===== src/rtl/cqr_pkg.sv =====
// cqr_pkg: operation codes, status codes and the command record
// shared by the circular queue front end, command queue and back end
// no dependencies
`default_nettype none

package cqr_pkg;

	typedef logic [1:0] op_t;
	typedef logic [1:0] status_t;

	localparam op_t OP_INSERT  = 2'd0;
	localparam op_t OP_DROP    = 2'd1;
	localparam op_t OP_READOUT = 2'd2;
	localparam op_t OP_UNUSED  = 2'd3;

	localparam status_t ST_OK        = 2'd0;
	localparam status_t ST_OVERFLOW  = 2'd1;
	localparam status_t ST_UNDERFLOW = 2'd2;

	localparam int CMDQ_DEPTH = 2;

	typedef struct packed {
		op_t                kind;
		logic signed [31:0] value;
	} cmd_t;

endpackage

`default_nettype wire


===== src/rtl/cqr_if.sv =====
// cqr_if: valid/ready channels of the circular queue
// request channel, result channel and the internal command channel
// depends on cqr_pkg
`default_nettype none

interface cqr_in_if import cqr_pkg::*; ();
	logic               valid;
	logic               ready;
	op_t                op;
	logic signed [31:0] value;

	modport source (output valid, op, value, input ready);
	modport sink (input valid, op, value, output ready);
endinterface

interface cqr_out_if import cqr_pkg::*; ();
	logic               valid;
	logic               ready;
	status_t            status;
	logic               has_data;
	logic signed [31:0] data;
	logic               last;

	modport source (output valid, status, has_data, data, last, input ready);
	modport sink (input valid, status, has_data, data, last, output ready);
endinterface

interface cqr_cmd_if import cqr_pkg::*; ();
	logic valid;
	logic ready;
	cmd_t cmd;

	modport source (output valid, cmd, input ready);
	modport sink (input valid, cmd, output ready);
endinterface

`default_nettype wire


===== src/rtl/cqr_front.sv =====
// cqr_front: registers each request and classifies its operation
// unused codes are dropped here, the rest go on as commands
// depends on cqr_pkg, cqr_if
`default_nettype none

module cqr_front import cqr_pkg::*; (
	input  wire         clk,
	input  wire         arst_n,
	cqr_in_if.sink      req,
	cqr_cmd_if.source   cmd
);

	logic valid_s1;
	cmd_t cmd_s1;

	assign req.ready = !valid_s1 || cmd.ready;
	assign cmd.valid = valid_s1;
	assign cmd.cmd   = cmd_s1;

	always_ff @(posedge clk or negedge arst_n) begin
		if (!arst_n) begin
			valid_s1 <= 1'b0;
		end else if (req.ready) begin
			valid_s1 <= req.valid && (req.op != OP_UNUSED);
		end
	end

	always_ff @(posedge clk) begin
		if (req.valid && req.ready) begin
			cmd_s1.kind  <= req.op;
			cmd_s1.value <= req.value;
		end
	end

endmodule

`default_nettype wire


===== src/rtl/cqr_cmdq.sv =====
// cqr_cmdq: short command queue between front end and back end
// lets either side stall on its own
// depends on cqr_pkg, cqr_if
`default_nettype none

module cqr_cmdq import cqr_pkg::*; (
	input  wire         clk,
	input  wire         arst_n,
	cqr_cmd_if.sink     enq,
	cqr_cmd_if.source   deq
);

	localparam int PW = (CMDQ_DEPTH > 1) ? $clog2(CMDQ_DEPTH) : 1;
	localparam int CW = $clog2(CMDQ_DEPTH + 1);

	cmd_t          slot_q [CMDQ_DEPTH];
	logic [PW-1:0] wr_ptr_q;
	logic [PW-1:0] rd_ptr_q;
	logic [CW-1:0] fill_q;
	logic          push;
	logic          pop;

	function automatic logic [PW-1:0] ptr_next(input logic [PW-1:0] p);
		return (p == PW'(CMDQ_DEPTH - 1)) ? '0 : p + PW'(1);
	endfunction

	assign enq.ready = (fill_q != CW'(CMDQ_DEPTH));
	assign deq.valid = (fill_q != '0);
	assign deq.cmd   = slot_q[rd_ptr_q];
	assign push      = enq.valid && enq.ready;
	assign pop       = deq.valid && deq.ready;

	always_ff @(posedge clk or negedge arst_n) begin
		if (!arst_n) begin
			wr_ptr_q <= '0;
			rd_ptr_q <= '0;
			fill_q   <= '0;
		end else begin
			if (push) wr_ptr_q <= ptr_next(wr_ptr_q);
			if (pop) rd_ptr_q <= ptr_next(rd_ptr_q);
			if (push && !pop) begin
				fill_q <= fill_q + CW'(1);
			end else if (pop && !push) begin
				fill_q <= fill_q - CW'(1);
			end
		end
	end

	always_ff @(posedge clk) begin
		if (push) slot_q[wr_ptr_q] <= enq.cmd;
	end

endmodule

`default_nettype wire


===== src/rtl/cqr_back.sv =====
// cqr_back: executes commands on the circular entry store
// holds head, tail, count, the store, a read stage and the result register
// depends on cqr_pkg, cqr_if
`default_nettype none

module cqr_back import cqr_pkg::*; #(
	parameter int DEPTH = 16
) (
	input  wire         clk,
	input  wire         arst_n,
	cqr_cmd_if.sink     cmd,
	cqr_out_if.source   rsp
);

	localparam int IW = $clog2(DEPTH);
	localparam int CW = $clog2(DEPTH + 1);

	logic signed [31:0] mem [DEPTH];

	logic [IW-1:0] head_q;
	logic [IW-1:0] tail_q;
	logic [CW-1:0] count_q;
	logic          busy_q;
	logic [IW-1:0] rd_pos_q;
	logic [CW-1:0] rd_left_q;

	logic               valid_s1;
	status_t            status_s1;
	logic               has_s1;
	logic               last_s1;
	logic signed [31:0] rd_data_s1;

	logic               out_valid_q;
	status_t            out_status_q;
	logic               out_has_q;
	logic signed [31:0] out_data_q;
	logic               out_last_q;

	logic          full;
	logic          empty;
	logic          s1_adv;
	logic          can_issue;
	logic          exec;
	logic          stream;
	logic          rd_en;
	logic [IW-1:0] rd_addr;
	status_t       iss_status;
	logic          iss_has;
	logic          iss_last;

	function automatic logic [IW-1:0] wrap_next(input logic [IW-1:0] i);
		return (i == IW'(DEPTH - 1)) ? '0 : i + IW'(1);
	endfunction

	assign full      = (count_q == CW'(DEPTH));
	assign empty     = (count_q == '0);
	assign s1_adv    = valid_s1 && (!out_valid_q || rsp.ready);
	assign can_issue = !valid_s1 || s1_adv;
	assign cmd.ready = !busy_q && can_issue;
	assign exec      = cmd.valid && cmd.ready;
	assign stream    = busy_q && can_issue;
	assign rd_addr   = busy_q ? rd_pos_q : head_q;
	assign rd_en     = stream || (exec && cmd.cmd.kind == OP_READOUT && !empty);

	always_comb begin
		iss_status = ST_OK;
		iss_has    = 1'b0;
		iss_last   = 1'b1;
		if (busy_q) begin
			iss_has  = 1'b1;
			iss_last = (rd_left_q == CW'(1));
		end else begin
			unique case (cmd.cmd.kind)
				OP_INSERT: begin
					if (full) iss_status = ST_OVERFLOW;
				end
				OP_DROP: begin
					if (empty) iss_status = ST_UNDERFLOW;
				end
				OP_READOUT: begin
					if (empty) begin
						iss_status = ST_UNDERFLOW;
					end else begin
						iss_has  = 1'b1;
						iss_last = (count_q == CW'(1));
					end
				end
				default: begin
				end
			endcase
		end
	end

	always_ff @(posedge clk or negedge arst_n) begin
		if (!arst_n) begin
			head_q      <= '0;
			tail_q      <= '0;
			count_q     <= '0;
			busy_q      <= 1'b0;
			rd_pos_q    <= '0;
			rd_left_q   <= '0;
			valid_s1    <= 1'b0;
			out_valid_q <= 1'b0;
		end else begin
			if (exec) begin
				unique case (cmd.cmd.kind)
					OP_INSERT: begin
						if (!full) begin
							tail_q  <= wrap_next(tail_q);
							count_q <= count_q + CW'(1);
						end
					end
					OP_DROP: begin
						if (!empty) begin
							head_q  <= wrap_next(head_q);
							count_q <= count_q - CW'(1);
						end
					end
					OP_READOUT: begin
						if (count_q > CW'(1)) begin
							busy_q    <= 1'b1;
							rd_pos_q  <= wrap_next(head_q);
							rd_left_q <= count_q - CW'(1);
						end
					end
					default: begin
					end
				endcase
			end
			if (stream) begin
				rd_pos_q  <= wrap_next(rd_pos_q);
				rd_left_q <= rd_left_q - CW'(1);
				if (rd_left_q == CW'(1)) busy_q <= 1'b0;
			end
			if (can_issue) valid_s1 <= exec || stream;
			if (!out_valid_q || rsp.ready) out_valid_q <= valid_s1;
		end
	end

	// entry store, no reset
	always_ff @(posedge clk) begin
		if (exec && cmd.cmd.kind == OP_INSERT && !full) mem[tail_q] <= cmd.cmd.value;
		if (rd_en) rd_data_s1 <= mem[rd_addr];
	end

	always_ff @(posedge clk) begin
		if (exec || stream) begin
			status_s1 <= iss_status;
			has_s1    <= iss_has;
			last_s1   <= iss_last;
		end
		if (s1_adv) begin
			out_status_q <= status_s1;
			out_has_q    <= has_s1;
			out_data_q   <= has_s1 ? rd_data_s1 : '0;
			out_last_q   <= last_s1;
		end
	end

	assign rsp.valid    = out_valid_q;
	assign rsp.status   = out_status_q;
	assign rsp.has_data = out_has_q;
	assign rsp.data     = out_data_q;
	assign rsp.last     = out_last_q;

	a_count_bound: assert property (@(posedge clk) disable iff (!arst_n)
		count_q <= CW'(DEPTH))
		else $error("entry count above depth");

	a_stream_left: assert property (@(posedge clk) disable iff (!arst_n)
		busy_q |-> (rd_left_q != '0) && (rd_left_q < count_q))
		else $error("readout remainder out of range");

	a_status_last: assert property (@(posedge clk) disable iff (!arst_n)
		(out_valid_q && !out_has_q) |-> out_last_q)
		else $error("status-only result without last");

	a_stream_stable: assert property (@(posedge clk) disable iff (!arst_n)
		(busy_q && !stream) |=> (count_q == $past(count_q)))
		else $error("count changed during readout");

endmodule

`default_nettype wire


===== src/rtl/circular_queue_with_readout.sv =====
// path: front-end register, command queue, back-end read stage, result register to rsp
// throughput, while rsp does not stall: one request per cycle for insert and drop; a
// readout of n held entries blocks commands, one entry per cycle from the store port
// reset: head, tail and count cleared, command queue and result register empty;
// the entry store is not cleared and no entry is read before it is written
`default_nettype none

module circular_queue_with_readout import cqr_pkg::*; #(
	parameter int DEPTH = 16
) (
	input  wire         clk,
	input  wire         arst_n,
	cqr_in_if.sink      req,
	cqr_out_if.source   rsp
);

	cqr_cmd_if front_cmd ();
	cqr_cmd_if back_cmd ();

	cqr_front u_front (
		.clk    (clk),
		.arst_n (arst_n),
		.req    (req),
		.cmd    (front_cmd)
	);

	cqr_cmdq u_cmdq (
		.clk    (clk),
		.arst_n (arst_n),
		.enq    (front_cmd),
		.deq    (back_cmd)
	);

	cqr_back #(
		.DEPTH (DEPTH)
	) u_back (
		.clk    (clk),
		.arst_n (arst_n),
		.cmd    (back_cmd),
		.rsp    (rsp)
	);

endmodule

`default_nettype wire


===== src/flat_wrapper.sv =====
// flat-port wrapper written by rule: the top's interface ports become plain ports
module circular_queue_with_readout_flat import cqr_pkg::*;
#(
	parameter int DEPTH = 16
)
  (clk, arst_n, req_valid, req_op, req_value, req_ready, rsp_valid, rsp_status, rsp_has_data, rsp_data, rsp_last, rsp_ready);
  cqr_in_if req_i ();
  cqr_out_if rsp_i ();
  input  wire clk;
  input  wire arst_n;
  input wire logic [$bits(req_i.valid)-1:0] req_valid;
  input wire logic [$bits(req_i.op)-1:0] req_op;
  input wire logic [$bits(req_i.value)-1:0] req_value;
  output wire logic [$bits(req_i.ready)-1:0] req_ready;
  output wire logic [$bits(rsp_i.valid)-1:0] rsp_valid;
  output wire logic [$bits(rsp_i.status)-1:0] rsp_status;
  output wire logic [$bits(rsp_i.has_data)-1:0] rsp_has_data;
  output wire logic [$bits(rsp_i.data)-1:0] rsp_data;
  output wire logic [$bits(rsp_i.last)-1:0] rsp_last;
  input wire logic [$bits(rsp_i.ready)-1:0] rsp_ready;
  assign req_i.valid = req_valid;
  assign req_i.op = req_op;
  assign req_i.value = req_value;
  assign req_ready = req_i.ready;
  assign rsp_valid = rsp_i.valid;
  assign rsp_status = rsp_i.status;
  assign rsp_has_data = rsp_i.has_data;
  assign rsp_data = rsp_i.data;
  assign rsp_last = rsp_i.last;
  assign rsp_i.ready = rsp_ready;
  circular_queue_with_readout #(.DEPTH(DEPTH)) u_core (.clk(clk), .arst_n(arst_n), .req(req_i), .rsp(rsp_i));
endmodule

===== config.mk =====
export PLATFORM = sky130hd
export DESIGN_NAME = circular_queue_with_readout_flat
export DESIGN_NICKNAME = d
export VERILOG_FILES = /design/src/rtl/cqr_pkg.sv /design/src/rtl/cqr_if.sv /design/src/rtl/cqr_front.sv /design/src/rtl/cqr_cmdq.sv /design/src/rtl/cqr_back.sv /design/src/rtl/circular_queue_with_readout.sv /design/src/flat_wrapper.sv
export SDC_FILE = /design/constraint.sdc
export NUM_CORES = 1
export LEC_CHECK = 0
export BUFFER_PORTS_ARGS = -buffer_cell sky130_fd_sc_hd__clkbuf_2
export CORE_MARGIN = 3
export CORE_UTILIZATION = 35
export CTS_CLUSTER_SIZE = 12
export DETAILED_ROUTE_END_ITERATION = 16
export GPL_TIMING_DRIVEN = 0
export SYNTH_ARGS = -nofsm -noshare
export SYNTH_HDL_FRONTEND = slang
export SYNTH_SLANG_ARGS = --single-unit

===== constraint.sdc =====
create_clock -name clk -period 11.4 [get_ports clk]
set_input_delay 1.14 -clock clk [delete_from_list [all_inputs] [get_ports clk]]
set_output_delay 1.14 -clock clk [all_outputs]
set_load 0.005 [all_outputs]

==> out/metrics.sh <==
AREA_GROWTH_PCT=16.40
FINAL_SETUP_VIOLATION_COUNT=0
DRT_ITER0_MARKERS=1043
WORST_SLEW_MARGIN_REL_PCT=4.560
CTS.REPORTEDPATHS.CLKPINSLEW_NS=0.05
CORE.ROWCOUNT=101
POWER_DENSITY_mW_PER_MM2=242.2
START_UTIL_PCT=35.64
ANTENNADIODECOUNT=0
VIAS=14020
GRTUSAGETOTAL_PCT=15.31
MAX_CLOCK_FREQ_GHz=0.2206
WORST-PATH-STAGES=10
FINAL_REPORT_HOLD_VIOLATION_COUNT=0
SYNTH-MAIN-FF-CELL='sky130_fd_sc_hd__edfxtp_1'
SYNTHESIS.NETS=1536
CRIT_FAMILY='buffers and inverters'
WORST_EP_ARRIVAL_TIME_NS=4.84
GRT_MAX_DEGREE=31
FP.DIEW_UM=285.5
GR-TOTAL-OVERFLOW=0
WORST-ENDPOINT-REQUIRED_NS=11.71
CTS_MADE_BUFFERS=76
FINAL.MIN_CLOCK_PERIOD_NS=4.533
VIAS_PER_CELL=5.097
WORSTREGTOREGCELLS=10
MAX_CAP_VIOLATIONS=0
DRT_PASS1_ITERATIONS=5
PIN_COUNT=76
POST_SYNTHESIS_INSTANCE_AREA_MM2=0.02734
VDD_DROP_MAX_V=0.0001228
CRITICAL_PATH_END_TYPE='flop'
SYNTH_CELL_TYPE_COUNT=55
FP.DIEH_UM=285.5
CLOCK_LATENCY_NS=0.62
CTS_HOLD_BUFFERS=0
TIMING.SETUP.CRITICAL_PATH_CLASS='reg -> reg'
CRIT_PATH_CELL_TRACE='clkbuf_1, buf_1, mux2i_1, ha_1, o31a_1, nand2_1, nor4b_2, buf_6, buf_4, buf_4'
DRC=0
FINALCRITPERIODSHARE_PCT=39.76
FINAL_CELL_MIX='sky130_fd_sc_hd__edfxtp_1 (686), sky130_fd_sc_hd__mux2i_1 (261), sky130_fd_sc_hd__o22ai_1 (129)'
CRIT_BUF_INV=5
CLOCK_SKEW_NS=0.01618
MIN-DELAY-PATH-CLASS='reg -> reg'
WIRE_LENGTH_OF_THE_FIRST_GLOBAL_ROUTING_PASS_UM=92540
YS_SEQ_ELEMENTS=716
FIN_TOTAL_PWR_W=0.007709
PATH_MAX_FANOUT=10
YOSYSSEQAREASHARE_PCT=78.09
HOLD_PATH_DEPTH=0
CTS_SETUP_BUFFERS=0
HTREE_NUM_LEVELS=3
DIE_AREA_MM2=0.08150
GRT_SETUP_UNREPAIRED='no'
VIA_COUNT_OF_THE_FIRST_GLOBAL_ROUTING_PASS=14330
CTS_TREE='done'
CLOCK-SINKS=716
SYN-MEAN-INSTANCE-AREA_UM2=18.46
MOSTFREQUENTLAYOUTCELL='sky130_fd_sc_hd__edfxtp_1'
SYNTH-EDFF-COUNT=686
POST_DRT_WL_PER_CELL_UM=22.97
DP_HPWL_UM=41100
TIMING_WORST_SLEW_PIN_VALUE_NS=1.432
YS_WARN_COUNT=0
SYNTHARSTFLOPSHARE_PCT=4.190
STARTPOINT_TYPE='flop'
CLOCK_TREE.BUFFER_DEPTH=3
TNS_NS=0
STATUS='complete, no violations'
POSTROUTEANTENNANETS=0
FINISH.NET_COUNT=1728
IO_BUFFER_COUNT=75
SLEW_VIOLATIONS=0
CELLLEAKAGEPOWER_nW=11.43
CTS.REPAIR.RESIZED=0
TIMING.CRITICAL_PATH.SLOWEST_CELL_DELAY_NS=0.93
CRITICAL_PATH.SLOWEST_CELL='sky130_fd_sc_hd__nor4b_2'
PATH_COMMON_CELL='sky130_fd_sc_hd__buf_4'
SYN_INST=1481
FILLERS=6763
GRT_ANTENNA_BEFORE_REPAIR=1
GPL.FINAL_WEIGHTED_CONGESTION=0.7945
CORE-AREA_MM2=0.07671
POSTROUTEWIRELENGTH_UM=63150
ROOT_BUFFER='sky130_fd_sc_hd__clkbuf_16'
FINAL_LAYOUT_SIZE_SUFFIX_GT1_SHARE_PCT=18.55
==> metal layers <==
layer | share of wire [%] | up-vias | GRT usage, %
li1 | - | 6317 | -
met1 | 43 | 7173 | 20.17
met2 | 49 | 423 | 25.48
met3 | 5.5 | 105 | 2.590
met4 | 2.7 | 0 | 5.719
met5 | 0 | - | 0
==> synth_stat cells (3+ instances only) <==
library cell,instances,area share (%)
sky130_fd_sc_hd__mux2i_1,261,9.6
sky130_fd_sc_hd__and2_1,36,0.82
sky130_fd_sc_hd__nor3_1,8,0.15
sky130_fd_sc_hd__o21ai_0,5,0.092
sky130_fd_sc_hd__nand2_1,22,0.30
sky130_fd_sc_hd__nor4b_1,5,0.16
sky130_fd_sc_hd__and3_1,9,0.21
sky130_fd_sc_hd__buf_2,49,0.90
sky130_fd_sc_hd__xnor2_1,10,0.32
sky130_fd_sc_hd__and4_1,4,0.13
sky130_fd_sc_hd__xor2_1,6,0.19
sky130_fd_sc_hd__o21a_1,3,0.082
sky130_fd_sc_hd__nor2_1,9,0.12
sky130_fd_sc_hd__ha_1,17,0.78
sky130_fd_sc_hd__nand4_1,3,0.069
sky130_fd_sc_hd__o211ai_1,4,0.11
sky130_fd_sc_hd__o22ai_1,129,3.0
sky130_fd_sc_hd__nand2b_1,4,0.092
sky130_fd_sc_hd__nor3b_1,6,0.16
sky130_fd_sc_hd__a21oi_1,6,0.11
sky130_fd_sc_hd__inv_1,12,0.16
sky130_fd_sc_hd__clkbuf_1,20,0.27
sky130_fd_sc_hd__buf_1,4,0.055
sky130_fd_sc_hd__nand3_1,14,0.26
sky130_fd_sc_hd__a31oi_1,4,0.092
sky130_fd_sc_hd__dfrtp_1,30,2.7
sky130_fd_sc_hd__edfxtp_1,686,75
sky130_fd_sc_hd__or4_1,32,0.88
sky130_fd_sc_hd__and4b_1,5,0.18
sky130_fd_sc_hd__mux2_2,35,1.4
sky130_fd_sc_hd__or3_1,3,0.069
sky130_fd_sc_hd__and3b_1,3,0.096
sky130_fd_sc_hd__o21ai_1,10,0.18
==> logic make-up (layout without fill, tap and decap cells) <==
logic type,Yosys count,count (layout),share of synthesized area [%]
adder cells (fa/ha/maj),17,17,0.7780
AO/OA/AOI/OAI,175,175,4.091
buffers and inverters,88,327,1.487
flip-flops,716,716,78.09
AND/OR/NAND/NOR,172,172,3.986
XOR/XNOR,16,16,0.5125
multiplexers,297,297,11.05
==> report_power, final <==
group	switching [W]	total [W]	internal (W)
clock	0.000962	0.00224	0.00128
sequential	0.0000868	0.00350	0.00342
combinational	0.00126	0.00196	0.000706
total	0.00231	0.00771	0.00540
==> final timing paths <==
| path | from | endpoint | slack (ns) |
|---|---|---|---|
| min reg2reg | u_core.u_back.status_s1[1]$_SDFFCE_PP0P_ | u_core.u_back.rsp.status[1]$_DFFE_PP_ | 0.42 |
| max | u_core.u_cmdq.rd_ptr_q$_DFFE_PN0N_ | u_core.u_back.mem[2][15]$_DFFE_PP_ | 6.87 |
| max in group asynchronous | arst_n | u_core.u_back.count_q[2]$_DFFE_PN0P_ | 10.25 |
| min | u_core.u_back.status_s1[1]$_SDFFCE_PP0P_ | u_core.u_back.rsp.status[1]$_DFFE_PP_ | 0.42 |
| max reg2reg | u_core.u_cmdq.rd_ptr_q$_DFFE_PN0N_ | u_core.u_back.mem[2][15]$_DFFE_PP_ | 6.87 |
| min in group asynchronous | arst_n | u_core.u_cmdq.fill_q[0]$_DFFE_PN0P_ | 0.62 |
==> cell type report <==
class | count | area, µm² | share of cell area [%]
plain buffers | 75 | 357.8 | 1.124
clock buffers | 94 | 2033 | 6.389
clock inverters | 31 | 195.2 | 0.6134
inverters | 13 | 48.80 | 0.1533
multi-input cells | 677 | 5645 | 17.74
flip-flops and latches | 716 | 21350 | 67.09
well taps | 1030 | 1289 | 4.050
repair buffers | 114 | 903.4 | 2.839
==> flip-flops by register name, summed over array words and instances, names as in the netlist, 2 cells and up <==
signal and cells:
u_core.u_cmdq.fill_q 2, u_core.u_back.rsp.data 32, u_core.u_back.tail_q 4, u_core.u_back.rsp.status 2
u_core.u_front.cmd.cmd 34, u_core.u_back.rd_data_s1 32, u_core.u_back.mem 512, u_core.u_back.status_s1 2
u_core.u_back.head_q 4, u_core.u_back.rd_pos_q 4, u_core.u_back.count_q 5, u_core.u_cmdq.slot_q 68
u_core.u_back.rd_left_q 5
==> per-stage QoR <==
| stage | cells | cell area (µm²) | util [%] | hold slack (ns) | setup WS [ns] |
|---|---|---|---|---|---|
| after floorplan | 1481 | 27340 | - | 0.4003 | 5.565 |
| after global placement | 2586 | 29000 | 37.81 | 0.4140 | 0.7702 |
| after detailed placement | 2625 | 29590 | 38.58 | 0.4117 | 6.803 |
| after CTS | 2750 | 31820 | 41.49 | 0.4230 | 6.803 |
| after global routing | 2750 | 31820 | 41.49 | 0.4293 | 6.583 |
| final | 2750 | 31820 | 41.49 | 0.4211 | 6.867 |
Power figures use the tool's default switching activity.
